**src/rtl/cefe_pkg.sv**
```systemverilog
// ============================================================================
// cefe_pkg
// Shared types and constants of the crystal event feature extractor.
// ============================================================================
package cefe_pkg;

    localparam int unsigned IN_DATA_W  = 104;
    localparam int unsigned OUT_DATA_W = 272;
    localparam int unsigned ADDR_W     = 4;

    localparam logic [5:0]  CONTACT_CHANNEL   = 6'd9;
    localparam logic [23:0] NO_CONTACT_ENERGY = 24'hFF_FFF0;
    localparam logic [6:0]  HIT_MAX           = 7'd127;
    localparam logic [3:0]  RING_SAT          = 4'd7;
    localparam logic [47:0] STAMP_ONES        = 48'hFFFF_FFFF_FFFF;
    // Multiplying by 43 and dropping 8 bits divides any 6-bit segment by six.
    localparam logic [5:0]  RING_RECIP        = 6'd43;

    typedef enum logic [1:0] {
        REG_ENERGY_THRESHOLD = 2'd0,
        REG_TIME_WINDOW_LOW  = 2'd1,
        REG_TIME_WINDOW_HIGH = 2'd2
    } t_reg_index;

    typedef struct packed {
        logic signed [23:0] energy_threshold;
        logic signed [15:0] time_window_low;
        logic signed [15:0] time_window_high;
    } t_cfg;

    typedef struct packed {
        logic [5:0]         channel_number;
        logic [5:0]         segment_number;
        logic signed [23:0] segment_energy;
        logic signed [15:0] channel_time;
        logic [47:0]        stamp;
        logic               last_channel;
    } t_item;

    typedef struct packed {
        logic signed [29:0] sum_above_threshold;
        logic signed [29:0] sum_in_window;
        logic [6:0]         segments_hit;
        logic [22:0]        peak_energy;
        logic [5:0]         peak_segment;
        logic               peak_valid;
        logic [2:0]         deepest_ring;
        logic [47:0]        earliest_stamp;
        logic [47:0]        latest_stamp;
        logic [47:0]        stamp_span;
        logic signed [23:0] contact_energy;
        logic               contact_found;
    } t_result;

endpackage

```
**src/rtl/cefe_accum.sv**
```systemverilog
// ============================================================================
// cefe_accum
// Per-event accumulators and the summary built from their next values.
// ============================================================================
module cefe_accum
    import cefe_pkg::*;
#(
    parameter int unsigned SEGMENT_COUNT = 36
) (
    input  logic    i_clk,
    input  logic    i_rst_n,
    input  t_cfg    i_cfg,
    input  t_item   i_item,
    input  logic    i_step,
    output t_result o_result
);

    localparam logic [5:0] SEG_LIMIT = 6'(SEGMENT_COUNT);

    logic signed [29:0] r_sum, n_sum;
    logic signed [29:0] r_win, n_win;
    logic [6:0]         r_hits, n_hits;
    logic signed [23:0] r_best, n_best;
    logic [5:0]         r_best_seg, n_best_seg;
    logic               r_best_seen, n_best_seen;
    logic [2:0]         r_ring, n_ring;
    logic [47:0]        r_low, n_low;
    logic [47:0]        r_high, n_high;
    logic signed [23:0] r_cc, n_cc;
    logic               r_cc_seen, n_cc_seen;

    logic               w_is_seg;
    logic               w_hit;
    logic               w_in_win;
    logic [11:0]        w_prod;
    logic [3:0]         w_ring_raw;
    logic [2:0]         w_ring;
    logic signed [30:0] w_sum_ext;
    logic signed [30:0] w_win_ext;

    function automatic logic signed [29:0] sat30(input logic signed [30:0] v);
        logic signed [29:0] r;
        if (v[30] != v[29]) begin
            r = v[30] ? {1'b1, 29'd0} : {1'b0, {29{1'b1}}};
        end else begin
            r = v[29:0];
        end
        return r;
    endfunction

    always_comb begin
        w_is_seg   = i_item.segment_number < SEG_LIMIT;
        w_hit      = w_is_seg && (i_item.segment_energy > i_cfg.energy_threshold);
        w_in_win   = (i_item.channel_time > i_cfg.time_window_low)
                  && (i_item.channel_time < i_cfg.time_window_high);
        w_prod     = 12'(i_item.segment_number) * 12'(RING_RECIP);
        w_ring_raw = w_prod[11:8] + 4'd1;
        w_ring     = (w_ring_raw > RING_SAT) ? RING_SAT[2:0] : w_ring_raw[2:0];
        w_sum_ext  = 31'(r_sum) + 31'(i_item.segment_energy);
        w_win_ext  = 31'(r_win) + 31'(i_item.segment_energy);

        n_sum       = r_sum;
        n_win       = r_win;
        n_hits      = r_hits;
        n_ring      = r_ring;
        n_best      = r_best;
        n_best_seg  = r_best_seg;
        n_best_seen = r_best_seen;
        n_cc        = r_cc;
        n_cc_seen   = r_cc_seen;

        if (w_hit) begin
            n_sum = sat30(w_sum_ext);
            if (w_in_win) begin
                n_win = sat30(w_win_ext);
            end
            if (r_hits != HIT_MAX) begin
                n_hits = r_hits + 7'd1;
            end
            if (w_ring > r_ring) begin
                n_ring = w_ring;
            end
        end
        if (w_is_seg && (i_item.segment_energy > r_best)) begin
            n_best      = i_item.segment_energy;
            n_best_seg  = i_item.segment_number;
            n_best_seen = 1'b1;
        end
        if ((i_item.channel_number == CONTACT_CHANNEL) && !r_cc_seen) begin
            n_cc      = i_item.segment_energy;
            n_cc_seen = 1'b1;
        end
        n_low  = (i_item.stamp < r_low)  ? i_item.stamp : r_low;
        n_high = (i_item.stamp > r_high) ? i_item.stamp : r_high;

        o_result.sum_above_threshold = n_sum;
        o_result.sum_in_window       = n_win;
        o_result.segments_hit        = n_hits;
        o_result.peak_energy         = n_best[22:0];
        o_result.peak_segment        = n_best_seg;
        o_result.peak_valid          = n_best_seen;
        o_result.deepest_ring        = n_ring;
        o_result.earliest_stamp      = n_low;
        o_result.latest_stamp        = n_high;
        o_result.stamp_span          = n_high - n_low;
        o_result.contact_energy      = n_cc_seen ? n_cc : NO_CONTACT_ENERGY;
        o_result.contact_found       = n_cc_seen;
    end

    always_ff @(posedge i_clk) begin
        if (!i_rst_n || (i_step && i_item.last_channel)) begin
            r_sum       <= '0;
            r_win       <= '0;
            r_hits      <= '0;
            r_best      <= '0;
            r_best_seg  <= '0;
            r_best_seen <= 1'b0;
            r_ring      <= '0;
            r_low       <= STAMP_ONES;
            r_high      <= '0;
            r_cc        <= '0;
            r_cc_seen   <= 1'b0;
        end else if (i_step) begin
            r_sum       <= n_sum;
            r_win       <= n_win;
            r_hits      <= n_hits;
            r_best      <= n_best;
            r_best_seg  <= n_best_seg;
            r_best_seen <= n_best_seen;
            r_ring      <= n_ring;
            r_low       <= n_low;
            r_high      <= n_high;
            r_cc        <= n_cc;
            r_cc_seen   <= n_cc_seen;
        end
    end

endmodule

```
**src/rtl/crystal_event_feature_extractor.sv**
```systemverilog
// ============================================================================
// crystal_event_feature_extractor
// Builds one feature summary per detector crystal event from its channels.
// ============================================================================
// Channels of an event arrive one per transaction on the s_axis side; tlast
// marks the final channel. Each transaction is captured in an input register
// and folded into the event accumulators from there, so a new channel can be
// taken every cycle. An event's summary is registered for m_axis as its last
// channel is folded in and stays until it is taken. While a summary waits,
// channels of the next event keep flowing into the accumulators; only the
// next last channel waits in the input register, which holds s_axis_tready
// low until the output register frees. The throughput of one channel per
// cycle is set by the single accumulator update between the input register
// and the result register. The APB port writes the energy threshold and the
// time window bounds; the user must write it only while no event is in
// flight, and the block does not enforce this. Reset clears the accumulators,
// empties both registers and restores the default threshold and window.
// ============================================================================
module crystal_event_feature_extractor
    import cefe_pkg::*;
#(
    parameter int unsigned SEGMENT_COUNT = 36
) (
    input  logic                  i_clk,
    input  logic                  i_rst_n,
    input  logic                  s_axis_tvalid,
    output logic                  s_axis_tready,
    // channel_number, segment_number, segment_energy, channel_time, stamp, zero pad
    input  logic [IN_DATA_W-1:0]  s_axis_tdata,
    input  logic                  s_axis_tlast,
    output logic                  m_axis_tvalid,
    input  logic                  m_axis_tready,
    // sum_above_threshold, sum_in_window, segments_hit, peak_energy, peak_segment,
    // peak_valid, deepest_ring, earliest_stamp, latest_stamp, stamp_span,
    // contact_energy, contact_found, zero pad
    output logic [OUT_DATA_W-1:0] m_axis_tdata,
    input  logic                  psel,
    input  logic                  penable,
    input  logic                  pwrite,
    input  logic [ADDR_W-1:0]     paddr,
    input  logic [31:0]           pwdata,
    output logic [31:0]           prdata,
    output logic                  pready
);

    t_cfg    r_cfg;
    t_item   r_item;
    logic    r_in_valid;
    t_result r_out;
    logic    r_out_valid;
    t_result w_result;
    logic    w_step;
    logic    w_cfg_wr;
    t_item   w_item;

    assign pready   = 1'b1;
    assign w_cfg_wr = psel && penable && pwrite;

    always_ff @(posedge i_clk) begin
        if (!i_rst_n) begin
            r_cfg.energy_threshold <= '0;
            r_cfg.time_window_low  <= 16'sh8000;
            r_cfg.time_window_high <= 16'sh7FFF;
        end else if (w_cfg_wr) begin
            case (paddr[ADDR_W-1:2])
                REG_ENERGY_THRESHOLD: r_cfg.energy_threshold <= pwdata[23:0];
                REG_TIME_WINDOW_LOW:  r_cfg.time_window_low  <= pwdata[15:0];
                REG_TIME_WINDOW_HIGH: r_cfg.time_window_high <= pwdata[15:0];
                default: ;
            endcase
        end
    end

    always_comb begin
        case (paddr[ADDR_W-1:2])
            REG_ENERGY_THRESHOLD: prdata = {8'd0, r_cfg.energy_threshold};
            REG_TIME_WINDOW_LOW:  prdata = {16'd0, r_cfg.time_window_low};
            REG_TIME_WINDOW_HIGH: prdata = {16'd0, r_cfg.time_window_high};
            default:              prdata = '0;
        endcase
    end

    always_comb begin
        w_item.channel_number = s_axis_tdata[5:0];
        w_item.segment_number = s_axis_tdata[11:6];
        w_item.segment_energy = s_axis_tdata[35:12];
        w_item.channel_time   = s_axis_tdata[51:36];
        w_item.stamp          = s_axis_tdata[99:52];
        w_item.last_channel   = s_axis_tlast;
    end

    assign w_step = r_in_valid
                 && (!r_item.last_channel || !r_out_valid || m_axis_tready);
    assign s_axis_tready = !r_in_valid || w_step;

    always_ff @(posedge i_clk) begin
        if (!i_rst_n) begin
            r_in_valid <= 1'b0;
        end else if (s_axis_tready) begin
            r_in_valid <= s_axis_tvalid;
        end
    end

    always_ff @(posedge i_clk) begin
        if (s_axis_tready && s_axis_tvalid) begin
            r_item <= w_item;
        end
    end

    cefe_accum #(
        .SEGMENT_COUNT(SEGMENT_COUNT)
    ) u_accum (
        .i_clk    (i_clk),
        .i_rst_n  (i_rst_n),
        .i_cfg    (r_cfg),
        .i_item   (r_item),
        .i_step   (w_step),
        .o_result (w_result)
    );

    always_ff @(posedge i_clk) begin
        if (!i_rst_n) begin
            r_out_valid <= 1'b0;
        end else if (w_step && r_item.last_channel) begin
            r_out_valid <= 1'b1;
        end else if (m_axis_tready) begin
            r_out_valid <= 1'b0;
        end
    end

    always_ff @(posedge i_clk) begin
        if (w_step && r_item.last_channel) begin
            r_out <= w_result;
        end
    end

    assign m_axis_tvalid = r_out_valid;
    assign m_axis_tdata  = {3'd0,
                            r_out.contact_found,
                            r_out.contact_energy,
                            r_out.stamp_span,
                            r_out.latest_stamp,
                            r_out.earliest_stamp,
                            r_out.deepest_ring,
                            r_out.peak_valid,
                            r_out.peak_segment,
                            r_out.peak_energy,
                            r_out.segments_hit,
                            r_out.sum_in_window,
                            r_out.sum_above_threshold};

`ifndef SYNTHESIS
    a_last_gives_result: assert property (@(posedge i_clk) disable iff (!i_rst_n)
        (w_step && r_item.last_channel) |=> m_axis_tvalid)
        else $error("summary not presented after last channel");

    a_stall_has_item: assert property (@(posedge i_clk) disable iff (!i_rst_n)
        !s_axis_tready |-> (r_in_valid && r_item.last_channel && r_out_valid))
        else $error("input stalled without a waiting last channel");

    a_span_consistent: assert property (@(posedge i_clk) disable iff (!i_rst_n)
        m_axis_tvalid |-> (r_out.stamp_span == r_out.latest_stamp - r_out.earliest_stamp))
        else $error("stamp span mismatch");

    a_no_hits_empty: assert property (@(posedge i_clk) disable iff (!i_rst_n)
        (m_axis_tvalid && (r_out.segments_hit == 7'd0))
            |-> ((r_out.sum_above_threshold == 30'sd0) && (r_out.deepest_ring == 3'd0)
                 && (r_out.sum_in_window == 30'sd0)))
        else $error("sums or ring set without hits");
`endif

endmodule
```
**config.mk**
```make
export PLATFORM = sky130hd
export DESIGN_NAME = crystal_event_feature_extractor
export DESIGN_NICKNAME = d
export VERILOG_FILES = /design/src/rtl/cefe_pkg.sv /design/src/rtl/cefe_accum.sv /design/src/rtl/crystal_event_feature_extractor.sv
export SDC_FILE = /design/constraint.sdc
export NUM_CORES = 1
export LEC_CHECK = 0
export BUFFER_PORTS_ARGS = -buffer_cell sky130_fd_sc_hd__buf_4
export CORE_ASPECT_RATIO = 0.7
export CORE_MARGIN = 2
export CORE_UTILIZATION = 57
export CTS_BUF_LIST = sky130_fd_sc_hd__clkbuf_4 sky130_fd_sc_hd__clkbuf_8
export DETAILED_ROUTE_END_ITERATION = 8
export PLACE_DENSITY = 0.89
export SLEW_MARGIN = 10
export SYNTH_ARGS = -nofsm -noshare
export SYNTH_HDL_FRONTEND = slang
export SYNTH_HIERARCHICAL = 1
export SYNTH_SLANG_ARGS = --single-unit
```
**constraint.sdc**
```tcl
create_clock -name i_clk -period 35 [get_ports i_clk]
set_input_delay 7 -clock i_clk [delete_from_list [all_inputs] [get_ports i_clk]]
set_output_delay 7 -clock i_clk [all_outputs]
set_load 0.01 [all_outputs]
```
# [Word level (Yosys, flattened, before mapping)]
# Index checks and enable logic that the tools add are counted.
[op_classes] order_cmp=9 n_mux=22 reduce_logical=24 n_mul=1 n_eq_ne=6 addsub=5
[ops] operator="2-to-1 mux 30 bit" count=7
[ops] operator="2-to-1 mux 48 bit" count=2
[ops] operator="case mux 24 bit (3 select lines)" count=1
[ops] operator="adder 30 x 24 -> 31 bit" count=2
[ops] operator="greater-than comparator 24 bit" count=2
[ops] operator="greater-than comparator 48 bit" count=1
[ops] operator="less-than comparator 48 bit" count=1
[ops] operator="subtractor 48 bit" count=1
[ops] operator="2-to-1 mux 24 bit" count=1
[ops] operator="2-to-1 mux 23 bit" count=1
[ops] operator="greater-than comparator 16 bit" count=1
[ops] operator="less-than comparator 16 bit" count=1
[ops] operator="2-to-1 mux 7 bit" count=2
[ops] operator="multiplier 6 x 6 -> 12 bit, second input constant" count=1
[ops] operator="logical AND 1 bit" count=9
[ops] operator="2-to-1 mux 3 bit" count=3
[ops] operator="AND reduction 2 bit" count=4
[ops] operator="adder 7 x 1 -> 7 bit, second input constant" count=1
[ops] operator="inequality test 7 bit, second input constant" count=1
[ops] operator="== test 6 x 4 -> 1 bit, second input constant" count=1
[ops] operator="less-than comparator 6 bit, second input constant" count=1
[ops] operator="2-to-1 mux 6 bit" count=1
[ops] operator="zero test 1 bit" count=5
[ops] operator="adder 4 x 1 -> 4 bit, second input constant" count=1
[ops] operator="9 further kinds" count=16
[totals] in_bits=148 regBits=650 out_inout_bits=307

# [Longest topological paths before layout]
[depth] ltp_word=7 ltp_mapped=34 ltp_nobuf=28

# [Cells and area by module]
# The synthesis kept the hierarchy.
[by_module_without_submodules] module="cefe_accum" area_per_inst_um2=21458.1 cells_each=2961 instances=1 seq_area_each_um2=4444.3
[by_module_without_submodules] module="crystal_event_feature_extractor" area_per_inst_um2=13962.1 cells_each=691 instances=1 seq_area_each_um2=12271.8

# [Least setup slack after synthesis]
# Ideal clock, no wire load.
[synth_timing] path_type="input port to flip-flop" from="in m_axis_tready" to="reg r_out (netlist bit m_axis_tdata[0]), enable pin" path_stages=2 required_ns=34.093 arrival_ns=18.233 slack_ns=15.860 setup_time_ns=0.907 cell_sequence="nor2b_1 > nor2_1"
[synth_between] elab_chain_cells=3
[synth_rtl] element="start, declared" line="crystal_event_feature_extractor.sv:32" text="input logic m_axis_tready,"
[synth_rtl] element="logical OR 1 bit" line="crystal_event_feature_extractor.sv:93" text="&& (!r_item.last_channel || !r_out_valid || m_axis_tready);"
[synth_rtl] element="logical AND 1 bit" line="crystal_event_feature_extractor.sv:93"
[synth_rtl] element="logical AND 1 bit" line="crystal_event_feature_extractor.sv:132" text="if (w_step && r_item.last_channel) begin"
[synth_rtl] element="end signal, assigned" line="crystal_event_feature_extractor.sv:133" text="r_out <= w_result;"
[synth_rtl] element="end, declared" line="crystal_event_feature_extractor.sv:49" text="t_result r_out;"
# Every way passes these cells.
# A chain may end at the register's enable or synchronous reset.

# [Worst setup path after layout]
[layout_timing] from="in paddr[2]" to="out prdata[9]"
[layout_between] elab_chain_cells=2 elab_cells_between_ends=4 classes_between="eq/ne (2); mux (1); reduce/logical (1)"
[layout_rtl] element="start, declared" line="crystal_event_feature_extractor.sv:40" text="input logic [ADDR_W-1:0] paddr,"
[layout_rtl] element="== test 2 bit (tied with other cells)" line="crystal_event_feature_extractor.sv:75" text="case (paddr[ADDR_W-1:2])"
[layout_rtl] element="case mux 24 bit (3 select lines) (*)" line="crystal_event_feature_extractor.sv:75"
[layout_rtl] element="end, declared" line="crystal_event_feature_extractor.sv:42" text="output logic [31:0] prdata,"
# Every way passes the cells marked *; elsewhere a longest branch is shown, timed or not.

==> impl_results.md <==
* # DRC at 0
* Avg WL per Cell at 20.7 um
* First-pass detailed-route iteration total at 7
* Kind of critical path: primary input to primary output
* Number of gates resized after cts at 0
* Most common cell after layout, fill and taps aside: nand2_1
* Setup crit start: paddr[2]
* Min Tclk post-route at 15860 ps
* Post-synth ARST share at 0%
* Layout Skew at 46.8 ps
* Detailed Place HPWL at 71800 um
* Worst reg2reg path depth at 29
* Total power draw at 1.99 mW
* Setup TNS at 0 ps
* Width of the die at 302 um
* Worst Hold Class: flop to flop
* Max Fclk at 63.1 MHz
* Num rows at 76
* Slowest stage delay, CP at 1030 ps
* Latest clock arrival within the worst-skew pair at 730 ps
* Syn avg cell area at 9.70 um2
* Initial antenna violation count at 4
* Vias in the first global route at 28600
* Pwr dens at 48.1 mW/mm2
* Initial Util at 57.6%
* Status: finished clean
* CTS root buf: clkbuf_8
* # clock sinks at 650
* Worst-path cell chain: buf_4 -> and2b_1 -> nand2_1 -> o21ai_0 -> buf_4
* Bufs on Longest Clock Path at 3
* Final non-filler cell total at 4975
* Worst Setup EP: prdata[9]
* Worst reg2reg path startpoint: r_item[7]
* Die ar. at 0.0642 mm2
* First-pass GRT wire length at 157000 um
* Post-Synthesis Cells at 3652
* Worst path bufs/invs at 2
* Die Span Y at 213 um
* Worst VDD drop at 0.0402 mV
* Worst path top cell family by delay: simple AND/OR/NAND/NOR gates
* Gr ovfl total at 0
* Startpoint Class: primary input
* Reg2reg end: m_axis_tdata[242]
* RSZ-0062 raised after global routing: no
* Seq cells post-synth at 650
* LEAKAGE at 17.7 nW
* Vias per cell at 6.03
* Min Hold Slack at 453 ps
* Number of placed instances, taps included at 4785
* Arrival time at the worst endpoint at 8860 ps
* Logic pwr share at 21.4%
* Switching share of power at 29.9%
* Worst Setup End Kind: primary output
* Utilization after layout at 67.4%
* H-tree depth at 3
* Layout area overhead at 17.1%
* Final slew viol count at 0
* Post-CTS Hold Buffers at 0
* Post-synth EDFFs at 370
* Post-synth top flop: edfxtp_1
* CTS tree: yes
* Clk pwr share at 34.3%
* GRT Overall Usage at 31.5%
* Port-buffer cells at 428
* Routed WL at 103000 um
* Synth cell types at 96
* Flop pwr share at 44.3%
* Register-to-register setup slack at 26650 ps
* Clock-pin slew on the worst setup and hold paths at 60 ps
* Core Region at 0.0615 mm2
* Largest net degree at the start of global routing at 175
* Placer Congestion at 0.977
* Final Hold Viols at 0
* Nets at 4520
* Worst slew pin tran at 1280 ps
* NetSw at 597 uW
* Setup bufs post-CTS at 0
* Register area share after synthesis at 47.2%
* IO Pins at 455
* Max-Cap Viols at 0
* Max-slew headroom at 14.4%
* CP Data Required Time at 28000 ps
* Synth warn at 6
* DR vias at 30000
* Cell internal pwr at 1.40 mW
* # setup viols final at 0
* Worst path depth at 5
* Most frequent cells in the layout: 482 x nand2_1, 471 x buf_4, 370 x edfxtp_1, 325 x inv_1, 299 x ha_1
* Final period util at 45.3%
* Critical-path top delay cell: and2b_1
* CTS Buf Count at 98
* Proportion of layout cells with a drive suffix above 1 at 17.7%
* Initial drt markers at 3453
* CP Max Fanout at 32
* Cell area after synthesis at 0.0354 mm2
* Post-route ant nets at 0
* CP dominant cell by count: buf_4
-- tightest hold or removal path: stages (launching register included) --
cell     delay [ps]
dfxtp_1         310
nand2_1          50
a21oi_1          50
-- layer usage --
layer	GRT usage (%)	up-vias	part of all wire (%)	wire length [um]
li1	-	13800	-	-
met5	0	-	0.014	14
met1	43.3	14100	41	42300
met2	46.0	1796	43	43900
met3	7.80	339	11	11800
met4	16.2	2	4.8	4950
-- registers in the layout, indices dropped and copies added (netlist names), 6 cells and up --
register / cells
m_axis_tdata: 269
r_item: 101
r_cfg: 56
u_accum/r_high: 48
u_accum/r_low: 48
u_accum/r_sum: 30
u_accum/r_win: 30
u_accum/r_best: 24
u_accum/r_cc: 24
u_accum/r_hits: 7
u_accum/r_best_seg: 6
-- kinds of logic after synthesis --
kind of cell | Yosys count | share of synthesized area [%]
xor+xnor | 123 | 3.06
flops | 650 | 47.2
buf+inv | 494 | 5.66
other cells | 2 | 0.0212
mux | 119 | 3.54
compound gates | 882 | 15.9
fa+ha+maj | 325 | 11.5
simple gates | 1057 | 13.2
-- worst min path at each step --
stage | slack, ps | depth (start not counted) | to | start
after floorplan | 430 | 2 | u_accum/r_best_seen | u_accum/r_best_seen
after global placement | 440 | 2 | u_accum/r_best_seg[0] | u_accum/r_best_seg[0]
after detailed placement | 450 | 2 | u_accum/r_cc[11] | u_accum/r_cc[11]
after CTS | 460 | 2 | u_accum/r_cc[11] | u_accum/r_cc[11]
after global routing | 470 | 2 | u_accum/r_cc[19] | u_accum/r_cc[19]
final | 450 | 2 | u_accum/r_best_seg[3] | u_accum/r_best_seg[3]
-- power by group through the flow --
| stage | logic [mW] | clock network (mW) | registers [mW] |
|---|---|---|---|
| global placement | 0.395 | 0 | 0.897 |
| floorplan | 0.277 | 0 | 0.904 |
| detailed placement | 0.412 | 0 | 0.898 |
| global route | 0.464 | 0.726 | 0.885 |
| finish | 0.427 | 0.685 | 0.883 |
| CTS | 0.418 | 0.693 | 0.882 |
-- area by class of cell --
type	count	area, um2
sequential	650	16700
tap	819	1020
fill	4454	20000
multi-input combinational	2518	16800
clock buffer	143	1790
antenna	4	10.0
inverter	326	1220
clock inverter	43	359
timing repair buffer	472	3560
-- through the flow --
stage	area [um2]	setup WS [ps]
4_1_cts	41500	19210
6_report	41500	19140
5_1_grt	41500	19060
2_1_floorplan	35500	15860
3_3_place_gp	39300	19250
3_5_place_dp	39300	19240
-- synthesized netlist by cell type, drive strengths merged (54+ instances only) --
library cell | number | area, um2
nand2 | 484 | 1820
a21oi | 286 | 1440
a21o | 71 | 533
o21ai | 226 | 1140
xnor2 | 69 | 612
nand3 | 66 | 330
edfxtp | 370 | 11100
dfxtp | 280 | 5610
a211oi | 64 | 480
ha | 299 | 3740
nor2 | 265 | 995
inv | 326 | 1220
mux2i | 78 | 785
clkbuf | 125 | 469
xor2 | 54 | 473
Power figures use the tool's default switching activity.
